[config.mk]
export PLATFORM = sky130hd
export DESIGN_NAME = sha256_message_digest
export DESIGN_NICKNAME = d
export VERILOG_FILES = /design/src/sv/sha256_pkg.sv /design/src/sv/sha256_datapath.sv /design/src/sv/sha256_control.sv /design/src/sv/sha256_message_digest.sv
export SDC_FILE = /design/constraint.sdc
export NUM_CORES = 2
export LEC_CHECK = 0
export BUFFER_PORTS_ARGS = -buffer_cell sky130_fd_sc_hd__buf_2
export CAP_MARGIN = 20
export CORE_ASPECT_RATIO = 0.8
export CORE_MARGIN = 2
export CORE_UTILIZATION = 66
export CTS_CLUSTER_DIAMETER = 120
export DETAILED_ROUTE_END_ITERATION = 16
export PLACE_DENSITY = 0.83
export SLEW_MARGIN = 25
export SYNTH_ARGS = -nofsm -noshare
export SYNTH_HDL_FRONTEND = slang
export SYNTH_HIERARCHICAL = 1
export SYNTH_SLANG_ARGS = --single-unit
[constraint.sdc]
create_clock -name aclk -period 17.9 [get_ports aclk]
set_input_delay 0.895 -clock aclk [delete_from_list [all_inputs] [get_ports aclk]]
set_output_delay 0.895 -clock aclk [all_outputs]
set_load 0.02 [all_outputs]
[src/sv/sha256_pkg.sv]
`default_nettype none

package sha256_pkg;

    typedef logic [31:0] word_t;

    // Initial hash value, H0 first.
    localparam word_t IV [8] = '{
        32'h6a09e667, 32'hbb67ae85, 32'h3c6ef372, 32'ha54ff53a,
        32'h510e527f, 32'h9b05688c, 32'h1f83d9ab, 32'h5be0cd19
    };

    // Round constants, one per compression round.
    localparam word_t K_TABLE [64] = '{
        32'h428a2f98, 32'h71374491, 32'hb5c0fbcf, 32'he9b5dba5,
        32'h3956c25b, 32'h59f111f1, 32'h923f82a4, 32'hab1c5ed5,
        32'hd807aa98, 32'h12835b01, 32'h243185be, 32'h550c7dc3,
        32'h72be5d74, 32'h80deb1fe, 32'h9bdc06a7, 32'hc19bf174,
        32'he49b69c1, 32'hefbe4786, 32'h0fc19dc6, 32'h240ca1cc,
        32'h2de92c6f, 32'h4a7484aa, 32'h5cb0a9dc, 32'h76f988da,
        32'h983e5152, 32'ha831c66d, 32'hb00327c8, 32'hbf597fc7,
        32'hc6e00bf3, 32'hd5a79147, 32'h06ca6351, 32'h14292967,
        32'h27b70a85, 32'h2e1b2138, 32'h4d2c6dfc, 32'h53380d13,
        32'h650a7354, 32'h766a0abb, 32'h81c2c92e, 32'h92722c85,
        32'ha2bfe8a1, 32'ha81a664b, 32'hc24b8b70, 32'hc76c51a3,
        32'hd192e819, 32'hd6990624, 32'hf40e3585, 32'h106aa070,
        32'h19a4c116, 32'h1e376c08, 32'h2748774c, 32'h34b0bcb5,
        32'h391c0cb3, 32'h4ed8aa4a, 32'h5b9cca4f, 32'h682e6ff3,
        32'h748f82ee, 32'h78a5636f, 32'h84c87814, 32'h8cc70208,
        32'h90befffa, 32'ha4506ceb, 32'hbef9a3f7, 32'hc67178f2
    };

    localparam logic [7:0] PAD_MARK      = 8'h80;
    localparam logic [5:0] LEN_POS       = 6'd56;
    localparam logic [5:0] LAST_POS      = 6'd63;
    localparam logic [5:0] LAST_ROUND    = 6'd63;
    localparam logic [2:0] LAST_WORD_IDX = 3'd7;

    typedef enum logic [2:0] {
        ST_IDLE,
        ST_ROUND,
        ST_FOLD,
        ST_PAD_MARK,
        ST_PAD_FILL,
        ST_OUT
    } state_t;

    // Source of the byte shifted into the block buffer.
    typedef enum logic [1:0] {
        BYTE_IN,
        BYTE_MARK,
        BYTE_ZERO,
        BYTE_LEN
    } byte_sel_t;

    typedef struct packed {
        logic      shift_en;
        byte_sel_t byte_sel;
        logic      count_inc;
        logic      init_work;
        logic      round_en;
        logic [5:0] round_idx;
        logic      fold;
        logic      restore;
        logic [2:0] out_idx;
    } dp_cmd_t;

    typedef struct packed {
        logic [5:0] pos;
    } dp_sts_t;

    function automatic word_t round_sum_a(input word_t x);
        return {x[1:0], x[31:2]} ^ {x[12:0], x[31:13]} ^ {x[21:0], x[31:22]};
    endfunction

    function automatic word_t round_sum_e(input word_t x);
        return {x[5:0], x[31:6]} ^ {x[10:0], x[31:11]} ^ {x[24:0], x[31:25]};
    endfunction

    function automatic word_t sched_mix_w1(input word_t x);
        return {x[6:0], x[31:7]} ^ {x[17:0], x[31:18]} ^ {3'b000, x[31:3]};
    endfunction

    function automatic word_t sched_mix_w14(input word_t x);
        return {x[16:0], x[31:17]} ^ {x[18:0], x[31:19]} ^ {10'b0, x[31:10]};
    endfunction

endpackage

`default_nettype wire

[src/sv/sha256_datapath.sv]
`default_nettype none

module sha256_datapath import sha256_pkg::*; (
    input  wire logic    aclk,
    input  wire logic    aresetn,
    input  wire logic [7:0] data_byte,
    input  wire dp_cmd_t cmd,
    output dp_sts_t      sts,
    output word_t        digest_word
);

    // The block buffer doubles as the 16-word message schedule window.
    logic [511:0] blk_reg;
    word_t        work_reg [8];
    word_t        hash_reg [8];
    logic [5:0]   pos_reg;
    logic [60:0]  count_reg;

    logic [63:0]  len_bits;
    logic [63:0]  len_shift;
    logic [7:0]   byte_mux;
    word_t        w0, w1, w9, w14, w_new;
    word_t        t1, t2;

    // Byte selection: message byte, padding mark, zero or a length byte.
    always_comb begin
        len_bits  = {count_reg, 3'b000};
        len_shift = len_bits >> {~pos_reg[2:0], 3'b000};
        unique case (cmd.byte_sel)
            BYTE_IN:   byte_mux = data_byte;
            BYTE_MARK: byte_mux = PAD_MARK;
            BYTE_ZERO: byte_mux = 8'h00;
            BYTE_LEN:  byte_mux = len_shift[7:0];
            default:   byte_mux = 8'h00;
        endcase
    end

    // One compression round and the next schedule word.
    always_comb begin
        w0    = blk_reg[511:480];
        w1    = blk_reg[479:448];
        w9    = blk_reg[223:192];
        w14   = blk_reg[63:32];
        w_new = w0 + sched_mix_w1(w1) + w9 + sched_mix_w14(w14);
        t1    = work_reg[7] + round_sum_e(work_reg[4])
              + ((work_reg[4] & work_reg[5]) ^ (~work_reg[4] & work_reg[6]))
              + K_TABLE[cmd.round_idx] + w0;
        t2    = round_sum_a(work_reg[0])
              + ((work_reg[0] & work_reg[1]) ^ (work_reg[0] & work_reg[2])
                 ^ (work_reg[1] & work_reg[2]));
    end

    // Block buffer: bytes enter at the bottom, words leave at the top.
    always_ff @(posedge aclk) begin
        if (cmd.shift_en) begin
            blk_reg <= {blk_reg[503:0], byte_mux};
        end else if (cmd.round_en) begin
            blk_reg <= {blk_reg[479:0], w_new};
        end
    end

    // Working variables a to h.
    always_ff @(posedge aclk) begin
        if (cmd.init_work) begin
            work_reg <= hash_reg;
        end else if (cmd.round_en) begin
            work_reg[0] <= t1 + t2;
            work_reg[1] <= work_reg[0];
            work_reg[2] <= work_reg[1];
            work_reg[3] <= work_reg[2];
            work_reg[4] <= work_reg[3] + t1;
            work_reg[5] <= work_reg[4];
            work_reg[6] <= work_reg[5];
            work_reg[7] <= work_reg[6];
        end
    end

    // Chaining value.
    always_ff @(posedge aclk) begin
        if (!aresetn) begin
            hash_reg <= IV;
        end else if (cmd.restore) begin
            hash_reg <= IV;
        end else if (cmd.fold) begin
            for (int i = 0; i < 8; i++) begin
                hash_reg[i] <= hash_reg[i] + work_reg[i];
            end
        end
    end

    // Position within the block and message byte count.
    always_ff @(posedge aclk) begin
        if (!aresetn) begin
            pos_reg   <= '0;
            count_reg <= '0;
        end else begin
            if (cmd.shift_en) begin
                pos_reg <= pos_reg + 6'd1;
            end
            if (cmd.restore) begin
                count_reg <= '0;
            end else if (cmd.count_inc) begin
                count_reg <= count_reg + 61'd1;
            end
        end
    end

    assign sts.pos     = pos_reg;
    assign digest_word = hash_reg[cmd.out_idx];

endmodule

`default_nettype wire

[src/sv/sha256_control.sv]
`default_nettype none

module sha256_control import sha256_pkg::*; (
    input  wire logic    aclk,
    input  wire logic    aresetn,
    input  wire logic    s_tvalid,
    input  wire logic    s_tuser,
    input  wire logic    s_tlast,
    output logic         s_tready,
    output logic         m_tvalid,
    input  wire logic    m_tready,
    output logic [2:0]   m_tuser,
    output logic         m_tlast,
    input  wire dp_sts_t sts,
    output dp_cmd_t      cmd
);

    state_t     state_reg, state_next;
    logic [5:0] round_reg, round_next;
    logic [2:0] idx_reg, idx_next;
    logic       end_pend_reg, end_pend_next;
    logic       len_ok_reg, len_ok_next;
    logic       final_reg, final_next;
    logic       pad_reg, pad_next;

    // State and counters.
    always_ff @(posedge aclk) begin
        if (!aresetn) begin
            state_reg    <= ST_IDLE;
            round_reg    <= '0;
            idx_reg      <= '0;
            end_pend_reg <= 1'b0;
            len_ok_reg   <= 1'b0;
            final_reg    <= 1'b0;
            pad_reg      <= 1'b0;
        end else begin
            state_reg    <= state_next;
            round_reg    <= round_next;
            idx_reg      <= idx_next;
            end_pend_reg <= end_pend_next;
            len_ok_reg   <= len_ok_next;
            final_reg    <= final_next;
            pad_reg      <= pad_next;
        end
    end

    // Next state and datapath commands.
    always_comb begin
        state_next    = state_reg;
        round_next    = round_reg;
        idx_next      = idx_reg;
        end_pend_next = end_pend_reg;
        len_ok_next   = len_ok_reg;
        final_next    = final_reg;
        pad_next      = pad_reg;
        cmd           = '0;
        cmd.byte_sel  = BYTE_IN;
        cmd.round_idx = round_reg;
        cmd.out_idx   = idx_reg;
        s_tready      = 1'b0;
        m_tvalid      = 1'b0;

        unique case (state_reg)
            ST_IDLE: begin
                s_tready = 1'b1;
                if (s_tvalid) begin
                    if (s_tuser) begin
                        cmd.shift_en  = 1'b1;
                        cmd.count_inc = 1'b1;
                        if (sts.pos == LAST_POS) begin
                            // Block full: compress it before any padding.
                            cmd.init_work = 1'b1;
                            round_next    = '0;
                            end_pend_next = s_tlast;
                            state_next    = ST_ROUND;
                        end else if (s_tlast) begin
                            pad_next   = 1'b1;
                            state_next = ST_PAD_MARK;
                        end
                    end else if (s_tlast) begin
                        pad_next   = 1'b1;
                        state_next = ST_PAD_MARK;
                    end
                end
            end

            ST_PAD_MARK: begin
                cmd.shift_en = 1'b1;
                cmd.byte_sel = BYTE_MARK;
                if (sts.pos == LAST_POS) begin
                    cmd.init_work = 1'b1;
                    round_next    = '0;
                    len_ok_next   = 1'b0;
                    final_next    = 1'b0;
                    state_next    = ST_ROUND;
                end else begin
                    // The length fits in this block only if the mark sits below it.
                    len_ok_next = (sts.pos < LEN_POS);
                    state_next  = ST_PAD_FILL;
                end
            end

            ST_PAD_FILL: begin
                cmd.shift_en = 1'b1;
                cmd.byte_sel = (len_ok_reg && (sts.pos >= LEN_POS)) ? BYTE_LEN : BYTE_ZERO;
                if (sts.pos == LAST_POS) begin
                    cmd.init_work = 1'b1;
                    round_next    = '0;
                    final_next    = len_ok_reg;
                    state_next    = ST_ROUND;
                end
            end

            ST_ROUND: begin
                cmd.round_en = 1'b1;
                round_next   = round_reg + 6'd1;
                if (round_reg == LAST_ROUND) begin
                    state_next = ST_FOLD;
                end
            end

            ST_FOLD: begin
                cmd.fold = 1'b1;
                priority if (final_reg) begin
                    idx_next   = '0;
                    state_next = ST_OUT;
                end else if (end_pend_reg) begin
                    end_pend_next = 1'b0;
                    pad_next      = 1'b1;
                    state_next    = ST_PAD_MARK;
                end else if (pad_reg) begin
                    // Extra padding block: zeros, then the length.
                    len_ok_next = 1'b1;
                    state_next  = ST_PAD_FILL;
                end else begin
                    state_next = ST_IDLE;
                end
            end

            ST_OUT: begin
                m_tvalid = 1'b1;
                if (m_tready) begin
                    if (idx_reg == LAST_WORD_IDX) begin
                        cmd.restore   = 1'b1;
                        idx_next      = '0;
                        end_pend_next = 1'b0;
                        len_ok_next   = 1'b0;
                        final_next    = 1'b0;
                        pad_next      = 1'b0;
                        state_next    = ST_IDLE;
                    end else begin
                        idx_next = idx_reg + 3'd1;
                    end
                end
            end

            default: begin
                state_next = ST_IDLE;
            end
        endcase
    end

    assign m_tuser = idx_reg;
    assign m_tlast = (idx_reg == LAST_WORD_IDX);

endmodule

`default_nettype wire

[src/sv/sha256_message_digest.sv]
`default_nettype none

// SHA-256 hash of a byte stream. Each input word carries one message byte in
// s_tdata when s_tuser is high, and s_tlast closes the message (a word with
// s_tuser low and s_tlast high ends the message without a byte, so an empty
// message hashes too). The block takes one byte per cycle until 64 have been
// gathered, then compresses them in 64 rounds of one shared round unit and
// a fold of the result into the chaining value; s_tready is low meanwhile.
// At the end of the message the padding is written into the block buffer
// one byte per cycle up to the end of the block (with a second compression
// and a further padding block when 56 or more bytes are pending), followed
// by the final compression. The eight digest words then
// leave on the master side, most significant first, with m_tuser giving the
// word position and m_tlast marking the eighth; the chaining value and byte
// count are restored for the next message as the last word is taken. Input
// and output are never active at the same time.
module sha256_message_digest import sha256_pkg::*; (
    input  wire logic        aclk,
    input  wire logic        aresetn,
    input  wire logic        s_tvalid,
    output logic             s_tready,
    input  wire logic [7:0]  s_tdata,   // [7:0] data_byte
    input  wire logic        s_tuser,   // [0] byte_present
    input  wire logic        s_tlast,   // end_of_message
    output logic             m_tvalid,
    input  wire logic        m_tready,
    output logic [31:0]      m_tdata,   // [31:0] digest_word
    output logic [2:0]       m_tuser,   // [2:0] word_index
    output logic             m_tlast    // last_word
);

    dp_cmd_t cmd;
    dp_sts_t sts;

    // Sequencer for filling, padding, compression and output.
    sha256_control u_control (
        .aclk     (aclk),
        .aresetn  (aresetn),
        .s_tvalid (s_tvalid),
        .s_tuser  (s_tuser),
        .s_tlast  (s_tlast),
        .s_tready (s_tready),
        .m_tvalid (m_tvalid),
        .m_tready (m_tready),
        .m_tuser  (m_tuser),
        .m_tlast  (m_tlast),
        .sts      (sts),
        .cmd      (cmd)
    );

    // Block buffer, round unit and chaining value.
    sha256_datapath u_datapath (
        .aclk        (aclk),
        .aresetn     (aresetn),
        .data_byte   (s_tdata),
        .cmd         (cmd),
        .sts         (sts),
        .digest_word (m_tdata)
    );

endmodule

`default_nettype wire

### After elaboration in Yosys (flattened, before gate mapping)

Memory sizes are Yosys's and may differ from the RTL's.
Cells that the tools add are included.
W data, S select, Z words.

| storage, ports and cells | value |
|---|---|
| output and inout bits | 38 |
| bits in read-only memories | 2048 |
| memories | 1 |
| word-level logic and storage cells | 189 |
| register bits | 1107 |
| input bits | 14 |

Memory list:

| memory | words | bits a word | read ports | clocked after Yosys merged registers in | wr ports | RTL line | text |
|---|---|---|---|---|---|---|---|
| (no name shown) | 64 | 32 | 1 | 0 | 0 | sha256_datapath.sv:47 | `+ K_TABLE[cmd.round_idx] + w0;` |

| cells by class | value |
|---|---|
| reduce and logical (&&, ||, !) cells | 19 |
| bitwise logic cells | 21 |
| eq/ne operators | 25 |
| shifts and indexed selects | 1 |
| magnitude comparators | 4 |
| multiplexer cells | 70 |
| $add $sub $neg | 22 |

Operators by type and width:

| cell | count |
|---|---|
| $mux W512 | 2 |
| $add A32 B32 Y32 | 18 |
| $mux W256 | 2 |
| $xor A32 B32 Y32 | 9 |
| $and A32 B32 Y32 | 5 |
| $mux W32 | 4 |
| $bmux W32 S3 | 1 |
| $shr A64 B6 Y8 | 1 |
| $add A61 B1 Y61 const B | 1 |
| $mux W3 | 15 |
| $not A32 Y32 | 1 |
| $pmux W8 S4 | 1 |
| $xor A32 B22 Y32 | 1 |
| $xor A32 B29 Y32 | 1 |
| $mux W1 | 30 |
| $mux W6 | 3 |
| $pmux W3 S6 | 1 |
| $pmux W6 S3 | 1 |
| $ne A2 B1 Y1 const B | 7 |
| $reduce_and A7 Y1 | 2 |
| $add A6 B1 Y6 const B | 2 |
| $eq A6 B6 Y1 const B | 2 |
| $ne A2 B2 Y1 const B | 6 |
| $pmux W1 S3 | 4 |
| other kinds (28) | 42 |

### Logic depth before layout (Yosys ltp)

| logic depth | value |
|---|---|
| depth in word-level cells | 9 |
| gate-level depth with buffers | 37 |

### By module

The synthesis kept the hierarchy.

Modules (own cells, without submodules):

| module | instances | cells each | seq. area each (sq um) | area each (sq um) |
|---|---|---|---|---|
| sha256_datapath | 1 | 7050 | 29528.3 | 74377.6 |
| sha256_control | 1 | 148 | 320.3 | 1139.8 |

### Worst setup path before layout

OpenSTA, ideal clock, no wires.

| timing | value |
|---|---|
| path type | input -> register |
| start point | in s_tvalid |
| end point | reg u_datapath.blk_reg[0], enable pin |
| slack | 8.971 ns |
| arrival | 8.262 ns |
| cell stages on the path | 6 |
| setup time | 0.667 ns |
| data required time | 17.233 ns |
| cells stage by stage | a21oi_1 > o31ai_1 > clkbuf_1 > clkbuf_1 > clkbuf_1 > or2_2 |

RTL lines:

| what | RTL line | text |
|---|---|---|
| start: declaration | sha256_message_digest.sv:20 | `input wire logic s_tvalid,` |
| end signal: assignment | sha256_datapath.sv:56 | `blk_reg <= {blk_reg[503:0], byte_mux};` |
| end signal: assignment | sha256_datapath.sv:58 | `blk_reg <= {blk_reg[479:0], w_new};` |
| end: declaration | sha256_datapath.sv:13 | `logic [511:0] blk_reg;` |

### Worst setup path after layout

| timing | value |
|---|---|
| start point | reg u_control.round_reg[0] |
| end point | reg u_datapath/work_reg[252] (netlist bit), data pin |

| on the way | value |
|---|---|
| cells in the longest elaborated chain, start to end | 9 |

Ends and longest elaborated chain:

| what | RTL line | text |
|---|---|---|
| start: declaration | sha256_control.sv:19 | `logic [5:0] round_reg, round_next;` |
| start signal: assignment | sha256_control.sv:38 | `round_reg <= round_next;` |
| $not A6 Y7 (not written as such) | sha256_datapath.sv:47 |  |
| $mem_v2 Z64 W32 | -- |  |
| $mux W32 (not written as such) (2 in a row) | sha256_datapath.sv:47 |  |
| $add A32 B32 Y32 (2 in a row) | sha256_datapath.sv:47 |  |
| $add A32 B32 Y32 | sha256_datapath.sv:67 | `work_reg[0] <= t1 + t2;` |
| $mux W256 | sha256_datapath.sv:66 | `end else if (cmd.round_en) begin` |
| $mux W256 | sha256_datapath.sv:64 | `if (cmd.init_work) begin` |
| end signal: assignment | sha256_datapath.sv:65 | `work_reg <= hash_reg;` |
| end: declaration | sha256_datapath.sv:14 | `word_t work_reg [8];` |

No other way between the ends. The select of a mux whose other input is x is not followed.
A chain may end at the register's enable or synchronous reset.

==> impl_metrics.tcl <==
set metrics [dict create \
    status "finished clean" \
    gp_congestion 1.032 \
    yosys-top-cells-area "edfxtp_1 31%, mux2_2 11%, dfxtp_1 9.0%" \
    core_area_um2 113000 \
    dp.final_hpwl_um 160000 \
    syn2layout_area_growth_pct 7.123 \
    cp.arrival_ps 9750 \
    num-nets-final 7692 \
    gr-usage-met2_pct 51.24 \
    holdWs_ps 503.5 \
    vias_per_cell 6.672 \
    hold_buffers 0 \
    fin_crit_ps 9300 \
    wl_per_cell_um 25.37 \
    syn_inst 7198 \
    io_buffers 51 \
    cts_tree "yes" \
    crit_required_ps 18350 \
    seq_area_frac_synth_pct 39.53 \
    grt-busiest-layer "met1" \
    root_buffer "clkbuf_16" \
    final_antenna_net_count 0 \
    vias 58048 \
    grt_max_degree 208 \
    yosysUniqueCellTypes 113 \
    synthFlopType "edfxtp_1" \
    hold_violations 0 \
    drt-total-wl_um 220700 \
    drv_slew 0 \
    synth_fp_nets 7802 \
    tightest_slew_ps 1206 \
    path_clk_slew_ps 60 \
    die_x_um 382.2 \
    finalSetupViolCount 0 \
    timing.fmax_mhz 107.5 \
    netlist_area_um2 75520 \
    cp-end-kind "register" \
    crit_family "compound AO/OA/AOI/OAI gates" \
    grt_use_met3_pct 11.57 \
    max_slew_margin_pct 19.43 \
    rsz0062_at_grt "false" \
    cts_resized 0 \
    worstSetupPathType "reg -> reg" \
    place_inst 8487 \
    cts.path.max_buffers 3 \
    clk_latency_ps 770 \
    cp-start-kind "register" \
    synth_top_area_cell "edfxtp_1" \
    synth_warnings 6 \
    synthArstFlopShare_pct 0 \
    post_cts_buffers 0 \
    die_h_um 306.6 \
    die_area_um2 117200 \
    ys_ff_latch 1107 \
    clock_sinks 1107 \
    drt_iter0_markers 8409 \
    met1_usage_pct 54.48 \
    synth_top_area_share_pct 30.54 \
    drive_gt1_share_pct 16.13 \
    antenna_found_initial 5 \
    dr.pass1.iters 12 \
    ios 52 \
    mostFrequentLayoutCell "edfxtp_1" \
    finClkSkew_ps 38.99 \
    period_share_pct 51.95 \
    h-tree-depth 3 \
    grt_pass1_wl_um 331700 \
    slowest_stage "ha_1" \
    initial_core_util_pct 66.83 \
    hold_path_class "reg -> reg" \
    gr-total-overflow 0 \
    final_cells 8700 \
    largest_reg_flops 512 \
    track_usage_pct 36.83 \
    final_cell_mix "768 x edfxtp_1, 710 x mux2_2, 510 x nand2_1, 506 x o21ai_0, 499 x inv_1" \
    grt_pass1_vias 54829 \
    synth_edf_count 768 \
    critPathBufInv 5 \
    placementRows 110 \
    drc 0 \
    setup_tns_ps 0 \
    cts_buffers 111 \
    cp_max_fo 29 \
    cpPeakStageDelay_ps 830 \
    drv_cap 0 \
    final_core_util_pct 71.59 \
    syn_avg_cell_area_um2 10.49 \
]
==> worst paths after layout <==
| path | startpoint | end | slack, ps | depth (start not counted) |
|---|---|---|---|---|
| min | u_datapath/hash_reg[112] | u_datapath/hash_reg[112] | 500 | 2 |
| min reg2reg | u_datapath/hash_reg[112] | u_datapath/hash_reg[112] | 500 | 2 |
| max reg2reg | u_control/round_reg[0] | u_datapath/work_reg[252] | 8600 | 34 |
| max | u_control/round_reg[0] | u_datapath/work_reg[252] | 8600 | 34 |
==> kinds of logic (layout without fill, tap and decap cells) <==
kind of cell | count (synthesis) | after routing | synth area share, %
XOR/XNOR | 604 | 604 | 7.023
AO/OA/AOI/OAI | 1635 | 1635 | 13.53
buffers and inverters | 836 | 824 | 4.238
adder cells (fa/ha/maj) | 593 | 593 | 11.75
other | 0 | 2 | 0
AND/OR/NAND/NOR | 1527 | 1527 | 9.447
multiplexers | 896 | 896 | 14.48
flip-flops | 1107 | 1107 | 39.53
==> worst register-to-register path: cells and delay by family (launching register included) <==
kind | cells | cell delay, ps
buf+inv | 5 | 760
compound gates | 16 | 3840
fa+ha+maj | 6 | 2670
xor+xnor | 2 | 340
flops | 1 | 300
simple gates | 5 | 1080
==> cells in the mapped netlist, types with 10 or more instances <==
library cell and instances:
o21bai_1 51, dfxtp_1 339, a21oi_1 430, ha_1 395, o211a_1 11, a21o_1 170, o311ai_0 14, o21a_1 68
and2_1 28, o211ai_1 38, a211o_1 19, mux4_2 85, fa_1 195, nor3_1 89, nor4_1 14, a221oi_1 10
nand3_1 99, buf_1 36, or2_2 13, nand3b_1 14, o31ai_1 35, mux2_2 710, xor2_1 266, a311oi_1 15
edfxtp_1 768, nand4_1 40, a21boi_0 18, a31o_2 10, o21ai_0 506, and3_1 48, a31oi_1 48, nand2b_1 51
clkbuf_1 285, nor2b_1 74, or3_1 40, nand2_1 511, xnor2_1 337, inv_1 501, mux2i_1 100, o31a_1 10
nor2_1 447, a211oi_1 69, and4_1 13
==> per-stage QoR <==
| stage | instance area (µm²) | setup WS, ps |
|---|---|---|
| finish | 80900 | 8600 |
| global route | 80890 | 8051 |
| floorplan | 75520 | 8971 |
| CTS | 80880 | 8974 |
| global placement | 76950 | 9195 |
| detailed placement | 76980 | 9026 |
==> routing by layer <==
metal  vias to the layer above  part of all wire (%)
li1                      25818                     -
met1                     28428                    42
met2                      3316                    41
met3                       484                    14
met4                         2                   3.4
met5                         -                0.0072
==> area by class of cell <==
type,instances,area [µm²]
diodes,2,5.005
clock buffers,156,3129
clock inverters,55,763.2
fillers,7913,32100
inverters,503,1901
multi-input cells,5255,42540
flip-flops and latches,1107,29870
well taps,1512,1892
repair buffers,110,802.0
Power is not shown: default switching activity piles up to over one toggle a cycle in this logic, so the estimate is an artifact.
